File: config.mk
export PLATFORM = sky130hd
export DESIGN_NAME = horizontal_alpha_gradient_multiply
export DESIGN_NICKNAME = d
export VERILOG_FILES = /design/src/rtl/core/hagm_pkg.sv /design/src/rtl/core/hagm_stop_mem.sv /design/src/rtl/core/hagm_cfg.sv /design/src/rtl/core/hagm_div.sv /design/src/rtl/core/horizontal_alpha_gradient_multiply.sv
export SDC_FILE = /design/constraint.sdc
export NUM_CORES = 1
export LEC_CHECK = 0
export ABC_AREA = 1
export BUFFER_PORTS_ARGS = -buffer_cell sky130_fd_sc_hd__buf_2
export CAP_MARGIN = 20
export CORE_MARGIN = 5
export CORE_UTILIZATION = 30
export DETAILED_ROUTE_END_ITERATION = 10
export PLACE_DENSITY_LB_ADDON = 0.2
export SLEW_MARGIN = 5
export SYNTH_ARGS = -nofsm -noshare
export SYNTH_HDL_FRONTEND = slang
export SYNTH_HIERARCHICAL = 1
export SYNTH_SLANG_ARGS = --single-unit
File: constraint.sdc
create_clock -name clk -period 8.1 [get_ports clk]
set_input_delay 2.43 -clock clk [delete_from_list [all_inputs] [get_ports clk]]
set_output_delay 2.43 -clock clk [all_outputs]
set_load 0.02 [all_outputs]
File: src/rtl/core/hagm_pkg.sv
// ----------------------------------------------------------------------------
// hagm_pkg
// Shared constants, types and helpers for the horizontal alpha gradient block.
// ----------------------------------------------------------------------------
package hagm_pkg;

  localparam int MAX_WIDTH  = 4096;
  localparam int MAX_STOPS  = 16;
  localparam int WIDTH_W    = 13;   // image_width register / column counters
  localparam int COUNT_W    = 5;    // stop_count register
  localparam int STOP_IDX_W = 4;    // index of one stop
  localparam int ALPHA_W    = 8;
  localparam int ACC_W      = 17;   // gradient accumulator and step, signed
  localparam int DATA_W     = 64;   // APB data
  localparam int ADDR_W     = 5;    // APB byte address
  localparam int ROW_W      = 1;    // stop memory row address
  localparam int LANE_W     = 3;    // byte lane within a stop row
  localparam int DVD_W      = 16;   // divider dividend / quotient
  localparam int DSR_W      = 13;   // divider divisor
  localparam int DIV_CNT_W  = 4;    // divider iteration counter

  localparam logic [ALPHA_W-1:0] FULL_ALPHA = '1;

  typedef enum logic [1:0] {
    REG_IMAGE_WIDTH,
    REG_STOP_COUNT,
    REG_STOPS_LOW,
    REG_STOPS_HIGH
  } reg_idx_t;

  typedef struct packed {
    logic              en;
    logic [ROW_W-1:0]  row;
    logic [DATA_W-1:0] data;
  } stop_wr_t;

  typedef struct packed {
    logic [WIDTH_W-1:0] width;    // clipped to 1..MAX_WIDTH
    logic [COUNT_W-1:0] stops;    // clipped to MAX_STOPS and width
    logic               restart;  // any register write
  } cfg_t;

  typedef struct packed {
    logic             start;
    logic [DVD_W-1:0] dividend;
    logic [DSR_W-1:0] divisor;
  } div_req_t;

  typedef struct packed {
    logic             done;
    logic [DVD_W-1:0] quotient;
  } div_rsp_t;

  // Exact x / 255 for any 16-bit product of two bytes.
  function automatic logic [ALPHA_W-1:0] div255(input logic [2*ALPHA_W-1:0] x);
    logic [2*ALPHA_W:0] t;
    t = {1'b0, x} + {9'b0, x[2*ALPHA_W-1:ALPHA_W]} + 17'd1;
    return t[2*ALPHA_W-1:ALPHA_W];
  endfunction

endpackage

File: src/rtl/core/hagm_stop_mem.sv
// ----------------------------------------------------------------------------
// hagm_stop_mem
// Stop table: two rows of eight stop bytes, one write port, two read ports
// with registered data. Rows not yet written read as zero.
// ----------------------------------------------------------------------------
module hagm_stop_mem (
  input  logic                                clk,
  input  logic                                rst,
  input  hagm_pkg::stop_wr_t                  wr,
  input  logic [hagm_pkg::ROW_W-1:0]          a_row,
  output logic [hagm_pkg::DATA_W-1:0]         a_data,
  input  logic [hagm_pkg::ROW_W-1:0]          b_row,
  output logic [hagm_pkg::DATA_W-1:0]         b_data
);

  localparam int ROWS = 2 ** hagm_pkg::ROW_W;

  logic [hagm_pkg::DATA_W-1:0] mem [ROWS];
  logic [ROWS-1:0]             row_valid;
  logic [hagm_pkg::DATA_W-1:0] a_raw;
  logic [hagm_pkg::DATA_W-1:0] b_raw;
  logic                        a_valid;
  logic                        b_valid;

  always_ff @(posedge clk) begin
    if (wr.en) begin
      mem[wr.row] <= wr.data;
    end
    a_raw <= mem[a_row];
    b_raw <= mem[b_row];
  end

  always_ff @(posedge clk) begin
    if (rst) begin
      row_valid <= '0;
      a_valid   <= 1'b0;
      b_valid   <= 1'b0;
    end else begin
      if (wr.en) begin
        row_valid[wr.row] <= 1'b1;
      end
      a_valid <= row_valid[a_row];
      b_valid <= row_valid[b_row];
    end
  end

  assign a_data = a_valid ? a_raw : '0;
  assign b_data = b_valid ? b_raw : '0;

endmodule

File: src/rtl/core/hagm_cfg.sv
// ----------------------------------------------------------------------------
// hagm_cfg
// APB register file: width and stop count in flops, stops in the stop memory.
// Produces the clipped width and stop count for the datapath.
// ----------------------------------------------------------------------------
module hagm_cfg (
  input  logic                              clk,
  input  logic                              rst,
  input  logic                              psel,
  input  logic                              penable,
  input  logic                              pwrite,
  input  logic [hagm_pkg::ADDR_W-1:0]       paddr,
  input  logic [hagm_pkg::DATA_W-1:0]       pwdata,
  output logic [hagm_pkg::DATA_W-1:0]       prdata,
  output logic                              pready,
  output hagm_pkg::stop_wr_t                stop_wr,
  output logic [hagm_pkg::ROW_W-1:0]        rd_row,
  input  logic [hagm_pkg::DATA_W-1:0]       rd_data,
  output hagm_pkg::cfg_t                    cfg
);

  logic [hagm_pkg::WIDTH_W-1:0] image_width;
  logic [hagm_pkg::COUNT_W-1:0] stop_count;
  hagm_pkg::reg_idx_t           idx;
  logic                         wr_en;
  logic [hagm_pkg::WIDTH_W-1:0] eff_w;
  logic [hagm_pkg::COUNT_W-1:0] eff_n;

  assign pready = 1'b1;
  assign idx    = hagm_pkg::reg_idx_t'(paddr[hagm_pkg::ADDR_W-1:3]);
  assign wr_en  = psel && penable && pwrite;

  always_ff @(posedge clk) begin
    if (rst) begin
      image_width <= hagm_pkg::WIDTH_W'(1);
      stop_count  <= hagm_pkg::COUNT_W'(1);
    end else if (wr_en) begin
      case (idx)
        hagm_pkg::REG_IMAGE_WIDTH: image_width <= pwdata[hagm_pkg::WIDTH_W-1:0];
        hagm_pkg::REG_STOP_COUNT:  stop_count  <= pwdata[hagm_pkg::COUNT_W-1:0];
        default: ;
      endcase
    end
  end

  always_comb begin
    stop_wr.en   = wr_en && (idx == hagm_pkg::REG_STOPS_LOW || idx == hagm_pkg::REG_STOPS_HIGH);
    stop_wr.row  = (idx == hagm_pkg::REG_STOPS_HIGH) ? 1'b1 : 1'b0;
    stop_wr.data = pwdata;
  end

  // Read the stop row every cycle; the access phase sees the setup-phase read.
  assign rd_row = (idx == hagm_pkg::REG_STOPS_HIGH) ? 1'b1 : 1'b0;

  always_comb begin
    case (idx)
      hagm_pkg::REG_IMAGE_WIDTH: prdata = hagm_pkg::DATA_W'(image_width);
      hagm_pkg::REG_STOP_COUNT:  prdata = hagm_pkg::DATA_W'(stop_count);
      default:                   prdata = rd_data;
    endcase
  end

  always_comb begin
    eff_w = image_width;
    if (image_width == '0) begin
      eff_w = hagm_pkg::WIDTH_W'(1);
    end else if (image_width > hagm_pkg::WIDTH_W'(hagm_pkg::MAX_WIDTH)) begin
      eff_w = hagm_pkg::WIDTH_W'(hagm_pkg::MAX_WIDTH);
    end
    eff_n = stop_count;
    if (stop_count > hagm_pkg::COUNT_W'(hagm_pkg::MAX_STOPS)) begin
      eff_n = hagm_pkg::COUNT_W'(hagm_pkg::MAX_STOPS);
    end
    if (hagm_pkg::WIDTH_W'(eff_n) > eff_w) begin
      eff_n = eff_w[hagm_pkg::COUNT_W-1:0];
    end
  end

  assign cfg.width   = eff_w;
  assign cfg.stops   = eff_n;
  assign cfg.restart = wr_en;

endmodule

File: src/rtl/core/hagm_div.sv
// ----------------------------------------------------------------------------
// hagm_div
// Iterative restoring divider, one quotient bit per cycle, unsigned.
// ----------------------------------------------------------------------------
module hagm_div (
  input  logic               clk,
  input  logic               rst,
  input  hagm_pkg::div_req_t req,
  output hagm_pkg::div_rsp_t rsp
);

  logic [hagm_pkg::DSR_W-1:0]     rem;
  logic [hagm_pkg::DVD_W-1:0]     quo;
  logic [hagm_pkg::DSR_W-1:0]     dsr;
  logic [hagm_pkg::DIV_CNT_W-1:0] cnt;
  logic                           busy;
  logic                           done;
  logic [hagm_pkg::DSR_W:0]       trial;
  logic [hagm_pkg::DSR_W:0]       diff;
  logic                           fits;

  assign trial = {rem, quo[hagm_pkg::DVD_W-1]};
  assign diff  = trial - {1'b0, dsr};
  assign fits  = trial >= {1'b0, dsr};

  always_ff @(posedge clk) begin
    if (req.start) begin
      rem <= '0;
      quo <= req.dividend;
      dsr <= req.divisor;
    end else if (busy) begin
      rem <= fits ? diff[hagm_pkg::DSR_W-1:0] : trial[hagm_pkg::DSR_W-1:0];
      quo <= {quo[hagm_pkg::DVD_W-2:0], fits};
    end
  end

  always_ff @(posedge clk) begin
    if (rst) begin
      busy <= 1'b0;
      done <= 1'b0;
      cnt  <= '0;
    end else begin
      done <= 1'b0;
      if (req.start) begin
        busy <= 1'b1;
        cnt  <= '0;
      end else if (busy) begin
        cnt <= cnt + 1'b1;
        if (cnt == hagm_pkg::DIV_CNT_W'(hagm_pkg::DVD_W - 1)) begin
          busy <= 1'b0;
          done <= 1'b1;
        end
      end
    end
  end

  assign rsp.done     = done;
  assign rsp.quotient = quo;

endmodule

File: src/rtl/core/horizontal_alpha_gradient_multiply.sv
// ----------------------------------------------------------------------------
// horizontal_alpha_gradient_multiply
// Scales each alpha byte of a row-ordered stream by a horizontal
// piecewise-linear gradient: alpha_out = alpha_in * g / 255, truncated.
//
//  channel  dir  handshake                 payload
//  s_*      in   s_tvalid / s_tready       s_tdata[7:0] = alpha_in
//  m_*      out  m_tvalid / m_tready       m_tdata[7:0] = alpha_out, m_tlast = row_end
//  apb      in   psel, penable, pready=1   paddr 8*i, 64-bit pwdata / prdata
//
// Inside a segment and past the last segment a word is accepted, then
// multiplied into the output register. The first word of each segment
// reads two stops from the stop memory and runs the step division; the
// first segment after a register write adds one more division for the
// segment width. Reset is synchronous. A held output register stalls only
// the final multiply step.
// ----------------------------------------------------------------------------
module horizontal_alpha_gradient_multiply (
  input  logic                        clk,
  input  logic                        rst,
  input  logic                        s_tvalid,
  output logic                        s_tready,
  input  logic [7:0]                  s_tdata,   // [7:0] alpha_in
  output logic                        m_tvalid,
  input  logic                        m_tready,
  output logic [7:0]                  m_tdata,   // [7:0] alpha_out
  output logic                        m_tlast,
  input  logic                        psel,
  input  logic                        penable,
  input  logic                        pwrite,
  input  logic [hagm_pkg::ADDR_W-1:0] paddr,
  input  logic [hagm_pkg::DATA_W-1:0] pwdata,
  output logic [hagm_pkg::DATA_W-1:0] prdata,
  output logic                        pready
);

  typedef enum logic [2:0] {
    S_IDLE, S_MUL, S_DIVW, S_RD0, S_RD1, S_RD2, S_DIVS
  } state_t;

  state_t                          state;
  hagm_pkg::cfg_t                  cfg;
  hagm_pkg::stop_wr_t              stop_wr;
  hagm_pkg::div_req_t              div_req;
  hagm_pkg::div_rsp_t              div_rsp;
  logic [hagm_pkg::ROW_W-1:0]      cfg_row;
  logic [hagm_pkg::DATA_W-1:0]     cfg_rd_data;
  logic [hagm_pkg::DATA_W-1:0]     a_data;
  logic [hagm_pkg::STOP_IDX_W-1:0] rd_idx;
  logic [hagm_pkg::LANE_W-1:0]     rd_lane;
  logic [hagm_pkg::ALPHA_W-1:0]    rd_byte;

  logic [hagm_pkg::ALPHA_W-1:0]    alpha;
  logic [hagm_pkg::ALPHA_W-1:0]    g;
  logic                            g_from_mem;
  logic                            last_flag;
  logic signed [hagm_pkg::ACC_W-1:0] acc;
  logic signed [hagm_pkg::ACC_W-1:0] step;
  logic signed [hagm_pkg::ACC_W-1:0] step_val;
  logic signed [hagm_pkg::ACC_W-1:0] acc_here;
  logic [hagm_pkg::WIDTH_W-1:0]    col;
  logic [hagm_pkg::STOP_IDX_W-1:0] seg;
  logic [hagm_pkg::WIDTH_W-1:0]    pos;
  logic [hagm_pkg::WIDTH_W-1:0]    w2;
  logic                            w2_ok;
  logic [hagm_pkg::ALPHA_W-1:0]    here;
  logic                            neg;
  logic                            out_valid;
  logic [hagm_pkg::ALPHA_W-1:0]    out_alpha;
  logic                            out_last;

  logic                            accept;
  logic                            out_free;
  logic [hagm_pkg::COUNT_W-1:0]    nm1;
  logic                            n_zero;
  logic                            in_seg;
  logic [hagm_pkg::WIDTH_W-1:0]    col_inc;
  logic                            is_last;
  logic [hagm_pkg::WIDTH_W-1:0]    pos_inc;
  logic                            seg_done;
  logic [hagm_pkg::ALPHA_W-1:0]    diff_mag;
  logic [hagm_pkg::ALPHA_W-1:0]    g_sel;
  logic [2*hagm_pkg::ALPHA_W-1:0]  product;

  hagm_cfg u_cfg (
    .clk     (clk),
    .rst     (rst),
    .psel    (psel),
    .penable (penable),
    .pwrite  (pwrite),
    .paddr   (paddr),
    .pwdata  (pwdata),
    .prdata  (prdata),
    .pready  (pready),
    .stop_wr (stop_wr),
    .rd_row  (cfg_row),
    .rd_data (cfg_rd_data),
    .cfg     (cfg)
  );

  hagm_stop_mem u_mem (
    .clk    (clk),
    .rst    (rst),
    .wr     (stop_wr),
    .a_row  (rd_idx[hagm_pkg::STOP_IDX_W-1]),
    .a_data (a_data),
    .b_row  (cfg_row),
    .b_data (cfg_rd_data)
  );

  hagm_div u_div (
    .clk (clk),
    .rst (rst),
    .req (div_req),
    .rsp (div_rsp)
  );

  assign s_tready = (state == S_IDLE);
  assign accept   = s_tvalid && s_tready;
  assign out_free = !out_valid || m_tready;

  assign nm1      = cfg.stops - 1'b1;
  assign n_zero   = (cfg.stops == '0);
  assign in_seg   = !n_zero && ({1'b0, seg} < nm1);
  assign col_inc  = col + 1'b1;
  assign is_last  = (col_inc >= cfg.width);
  assign pos_inc  = pos + 1'b1;
  assign seg_done = (pos_inc >= w2);

  // Stop memory address: current and next stop at a segment start,
  // otherwise the last stop.
  always_comb begin
    case (state)
      S_RD0:   rd_idx = seg;
      S_RD1:   rd_idx = seg + 1'b1;
      default: rd_idx = nm1[hagm_pkg::STOP_IDX_W-1:0];
    endcase
  end

  always_ff @(posedge clk) begin
    rd_lane <= rd_idx[hagm_pkg::LANE_W-1:0];
  end

  assign rd_byte = a_data[rd_lane*hagm_pkg::ALPHA_W +: hagm_pkg::ALPHA_W];

  assign diff_mag = (rd_byte >= here) ? (rd_byte - here) : (here - rd_byte);

  always_comb begin
    div_req.start    = 1'b0;
    div_req.dividend = {diff_mag, 8'h00};
    div_req.divisor  = w2;
    if (state == S_IDLE) begin
      div_req.start    = accept && in_seg && (pos == '0) && !w2_ok;
      div_req.dividend = hagm_pkg::DVD_W'(cfg.width);
      div_req.divisor  = hagm_pkg::DSR_W'(nm1);
    end else if (state == S_RD2) begin
      div_req.start = 1'b1;
    end
  end

  assign step_val = neg ? -$signed({1'b0, div_rsp.quotient})
                        : $signed({1'b0, div_rsp.quotient});
  assign acc_here = $signed({1'b0, here, 8'h00});

  assign g_sel   = g_from_mem ? rd_byte : g;
  assign product = alpha * g_sel;

  always_ff @(posedge clk) begin
    if (rst) begin
      state     <= S_IDLE;
      col       <= '0;
      seg       <= '0;
      pos       <= '0;
      step      <= '0;
      acc       <= '0;
      w2_ok     <= 1'b0;
      out_valid <= 1'b0;
    end else begin
      if (state == S_MUL && out_free) begin
        out_valid <= 1'b1;
        out_alpha <= hagm_pkg::div255(product);
        out_last  <= last_flag;
      end else if (m_tready) begin
        out_valid <= 1'b0;
      end

      case (state)
        S_IDLE: begin
          if (accept) begin
            alpha     <= s_tdata;
            last_flag <= is_last;
            if (n_zero) begin
              g          <= hagm_pkg::FULL_ALPHA;
              g_from_mem <= 1'b0;
              state      <= S_MUL;
            end else if (!in_seg) begin
              g_from_mem <= 1'b1;
              state      <= S_MUL;
            end else if (pos == '0) begin
              state <= w2_ok ? S_RD0 : S_DIVW;
            end else begin
              g          <= acc[15:8];
              g_from_mem <= 1'b0;
              acc        <= acc + step;
              state      <= S_MUL;
            end
            // Segment starts commit the row counters after the division.
            if (!(in_seg && pos == '0)) begin
              if (in_seg) begin
                pos <= seg_done ? '0 : pos_inc;
                if (seg_done) begin
                  seg <= seg + 1'b1;
                end
              end
              col <= col_inc;
              if (is_last) begin
                col  <= '0;
                seg  <= '0;
                pos  <= '0;
                step <= '0;
              end
            end
          end
        end
        S_DIVW: begin
          if (div_rsp.done) begin
            w2    <= div_rsp.quotient[hagm_pkg::WIDTH_W-1:0];
            w2_ok <= 1'b1;
            state <= S_RD0;
          end
        end
        S_RD0: begin
          state <= S_RD1;
        end
        S_RD1: begin
          here  <= rd_byte;
          state <= S_RD2;
        end
        S_RD2: begin
          neg   <= rd_byte < here;
          state <= S_DIVS;
        end
        S_DIVS: begin
          if (div_rsp.done) begin
            g          <= here;
            g_from_mem <= 1'b0;
            step       <= step_val;
            acc        <= acc_here + step_val;
            pos        <= seg_done ? '0 : pos_inc;
            if (seg_done) begin
              seg <= seg + 1'b1;
            end
            col <= col_inc;
            if (is_last) begin
              col  <= '0;
              seg  <= '0;
              pos  <= '0;
              step <= '0;
            end
            state <= S_MUL;
          end
        end
        S_MUL: begin
          if (out_free) begin
            state <= S_IDLE;
          end
        end
        default: state <= S_IDLE;
      endcase

      // A register write restarts the row and the segment width.
      if (cfg.restart) begin
        col   <= '0;
        seg   <= '0;
        pos   <= '0;
        step  <= '0;
        w2_ok <= 1'b0;
      end
    end
  end

  assign m_tvalid = out_valid;
  assign m_tdata  = out_alpha;
  assign m_tlast  = out_last;

endmodule
==> key figures <==
STA
  – Rel. slew slack: 0.300
  – RSZ-0062 raised after global routing: false
  – Worst-margin pin slew: approximately 1.0 ns
  – Fin. Hold Viols: 0
  – Tmin final: ~7.4 ns
  – Max Slew Vio Count: 0
  – Max Clock Freq: 134 MHz
  – Period utilization: 0.918
  – Final Skew: roughly 0.046 ns
  – Setup TNS: 0 ns
  – Final setup viols: 0

CTS
  – CTS buffer count: 53
  – Clk slew on worst S/H paths: approximately 0.060 ns
  – Sink Count: about 450
  – Worst-Skew Late Latency: between 0.6 and 0.7 ns
  – CTS tree: done
  – H-tree lvl count: 2
  – Hold_buf cts: 0
  – Clock Root Buffer: clkbuf_16
  – CTS Buffer Depth: 3

Place
  – PortBufs: ~160
  – Placer Congestion: approximately 0.86
  – Dpl hpwl: ~51000 µm

Worst setup path
  – Worst-path fanout max: 10
  – Critical path type: reg -> reg
  – Worst EP arrival: around 7.8 ns
  – Crit end category: flip-flop
  – Slowest cell on crit path: o21ai_0
  – CP Data Required Time: between 8 and 9 ns
  – Worst Path Buf+Inv: 8
  – Most used cell, CP: nand2_1
  – Crit-path max cell delay: 0.61 ns
  – Worst setup SP type: flip-flop
  – Top delay family on crit path: adder cells

Routing
  – Vias: around 20k
  – First drt pass iteration count: 5
  – Antenna Nets Post-Route: 0
  – WL/cell: between 10 and 15 µm
  – Drt drc: 0
  – Vias per inst: roughly 4.4
  – Routed Wire Length: ~68000 µm
  – Detailed Route Iter0 Violations: between 1k and 1.5k

Yosys
  – Share of the yosys chip area belonging to registers: 0.425
  – Synthesis warning total: 6
  – Avg Cell Area, Syn: 7.75 µm²
  – Post-synthesis instance total: between 3k and 4k
  – Syn_nets: ~3.6k
  – Count of flip-flops with a built-in enable after synthesis: 206
  – Mux cell area share after synthesis: 0.00116
  – #FFs+latches synth: ~450
  – Main combinational cell family by area after synthesis: simple AND/OR/NAND/NOR gates
  – Post-synthesis simple-gate area fraction: 0.220
  – Synth unique cells: 58
  – Post-synthesis xor/xnor area fraction: 0.0203
  – Ys async rst share: 0
  – Compound-Gate Fraction of Synth Area: 0.0989
  – Post-Synthesis Cell Area: about 0.026 mm²
  – Post-synth top flop: dfxtp_1
  – Post-synthesis adder-cell area fraction: 0.0968

Finish
  – Ant diodes: 0
  – Nets: about 3.7k
  – Layout area overhead: 11.7%
  – Share of cells above drive strength 1: 0.0966
  – Post-layout util: 0.338

Die
  – Die area: roughly 0.092 mm²
  – IO Pins: 160
  – Initial core utilization: 0.303
  – Die Y-Extent: approximately 300 µm
  – Horiz. Die Dim: around 300 µm
  – # rows: ~110
  – Core Region: ~0.085 mm²

Global route
  – Total gr overflow: 0
  – All-layer global routing usage: 0.148
  – Largest net degree at the start of global routing: roughly 130
  – Vias in the first global route: 19.6k
  – Initial antenna violation count: 1
  – First-pass GRT wire length: ~110000 µm

Power
  – Leakage: ~14 nW
  – Overall power: approximately 14 mW
  – Power density over cell area: between 400 and 500 mW/mm²
  – Worst vdd ir: 0.000503 V

Outcome
  – Run status: complete, no violations

Min path
  – Hold WC Path Type: reg -> reg

Run
  – Max Cap Viol: 0
==> metrics by stage <==
step	hold slack (ns)	worst slack [ns]	std cells	cell area [µm²]
2_1_floorplan	0.400	1.95	3330	25800
3_3_place_gp	0.407	0.674	4479	27000
3_5_place_dp	0.420	0.613	4479	27000
4_1_cts	0.434	0.606	4579	28800
5_1_grt	0.464	0.0147	4582	28800
6_report	0.428	0.661	4582	28800
==> path summary, 6_finish.rpt <==
check | endpoint | from | depth (start not counted) | slack [ns]
setup reg to reg | m_tdata[7] | rd_lane[1] | 35 | 0.66
setup / recovery | m_tdata[7] | rd_lane[1] | 35 | 0.66
hold / removal | m_tlast | last_flag | 0 | 0.43
hold reg to reg | m_tlast | last_flag | 0 | 0.43
==> Yosys cell counts, types with 3 or more instances <==
library cell	number	area (µm²)
a211oi_1	5	37.5
a21o_1	7	52.6
a21oi_1	143	716
a31oi_1	6	37.5
buf_2	38	190
buf_4	80	601
buf_6	21	236
clkbuf_1	29	109
dfxtp_1	239	4780
edfxtp_1	206	6190
fa_1	41	821
ha_1	134	1680
inv_1	623	2340
inv_2	12	45.0
mux2i_1	3	30.0
nand2_1	821	3080
nand2_2	10	62.6
nand3_1	118	591
nand3_2	11	110
nand3b_1	6	45.0
nand4_1	47	294
nor2_1	288	1080
nor2_2	7	43.8
nor2_4	6	67.6
nor3_1	21	105
nor4_1	5	31.3
o211ai_1	6	45.0
o21ai_0	247	1240
o21ai_1	27	135
o21ai_2	4	35.0
o221ai_1	5	43.8
o22ai_1	15	93.8
or2_2	10	62.6
xnor2_1	14	123
xor2_1	42	368
==> repair_timing <==
action / 4_1_cts / 5_1_grt
setup endpoints to repair: 0 / 2
resized for setup: 0 / 1
setup buffers: 0 / 0
==> registers in the layout, summed over array words and instances, names as in the netlist, 2 cells and up <==
signal and cells:
u_mem/mem 128, u_mem/a_raw 64, u_mem/b_raw 64, acc 16
step 16, u_div/quo 16, col 13, pos 13
u_cfg/image_width 13, u_div/dsr 13, u_div/rem 13, w2 13
alpha 8, g 8, here 8, m_tdata 8
u_cfg/stop_count 5, seg 4, u_div/cnt 4, rd_lane 3
state 3, u_mem/row_valid 2
==> where the power goes <==
group          switching (mW)  internal (mW)
sequential              0.251           2.88
combinational            5.35           2.62
clock                   0.995           1.40
total                    6.60           6.90
==> per-layer routing <==
metal / part of all wire / track usage
met1: 0.47 / 0.200
met2: 0.47 / 0.249
met3: 0.043 / 0.0221
met4: 0.021 / 0.0364
met5: 0.00019 / 0
==> placed cells by master (no fill, tap or decap), types with 118 or more instances in the layout <==
cell type / count
ha_1: 134
edfxtp_1: 206
o21ai_0: 245
inv_1: 620
a21oi_1: 143
nor2_1: 288
nand3_1: 118
dfxtp_1: 237
buf_2: 155
nand2_1: 821
==> logic make-up (layout without fill, tap and decap cells) <==
logic type               count (synthesis)  after routing
AND/OR/NAND/NOR                       1361           1361
buffers and inverters                  808            916
AO/OA/AOI/OAI                          479            479
flip-flops                             445            445
adder cells (fa/ha/maj)                175            175
XOR/XNOR                                58             58
multiplexers                             3              3
other                                    1              1
==> final cells by class <==
cell class | instances | area (µm²)
Inverter | 636 | 2390
Clock buffer | 72 | 1460
Timing Repair Buffer | 180 | 982
Sequential cell | 445 | 11000
Multi-Input combinational cell | 2077 | 11300
Clock inverter | 28 | 303
Tap cell | 1144 | 1430
Fill cell | 9114 | 56500
(Power assumes the default switching activity.)
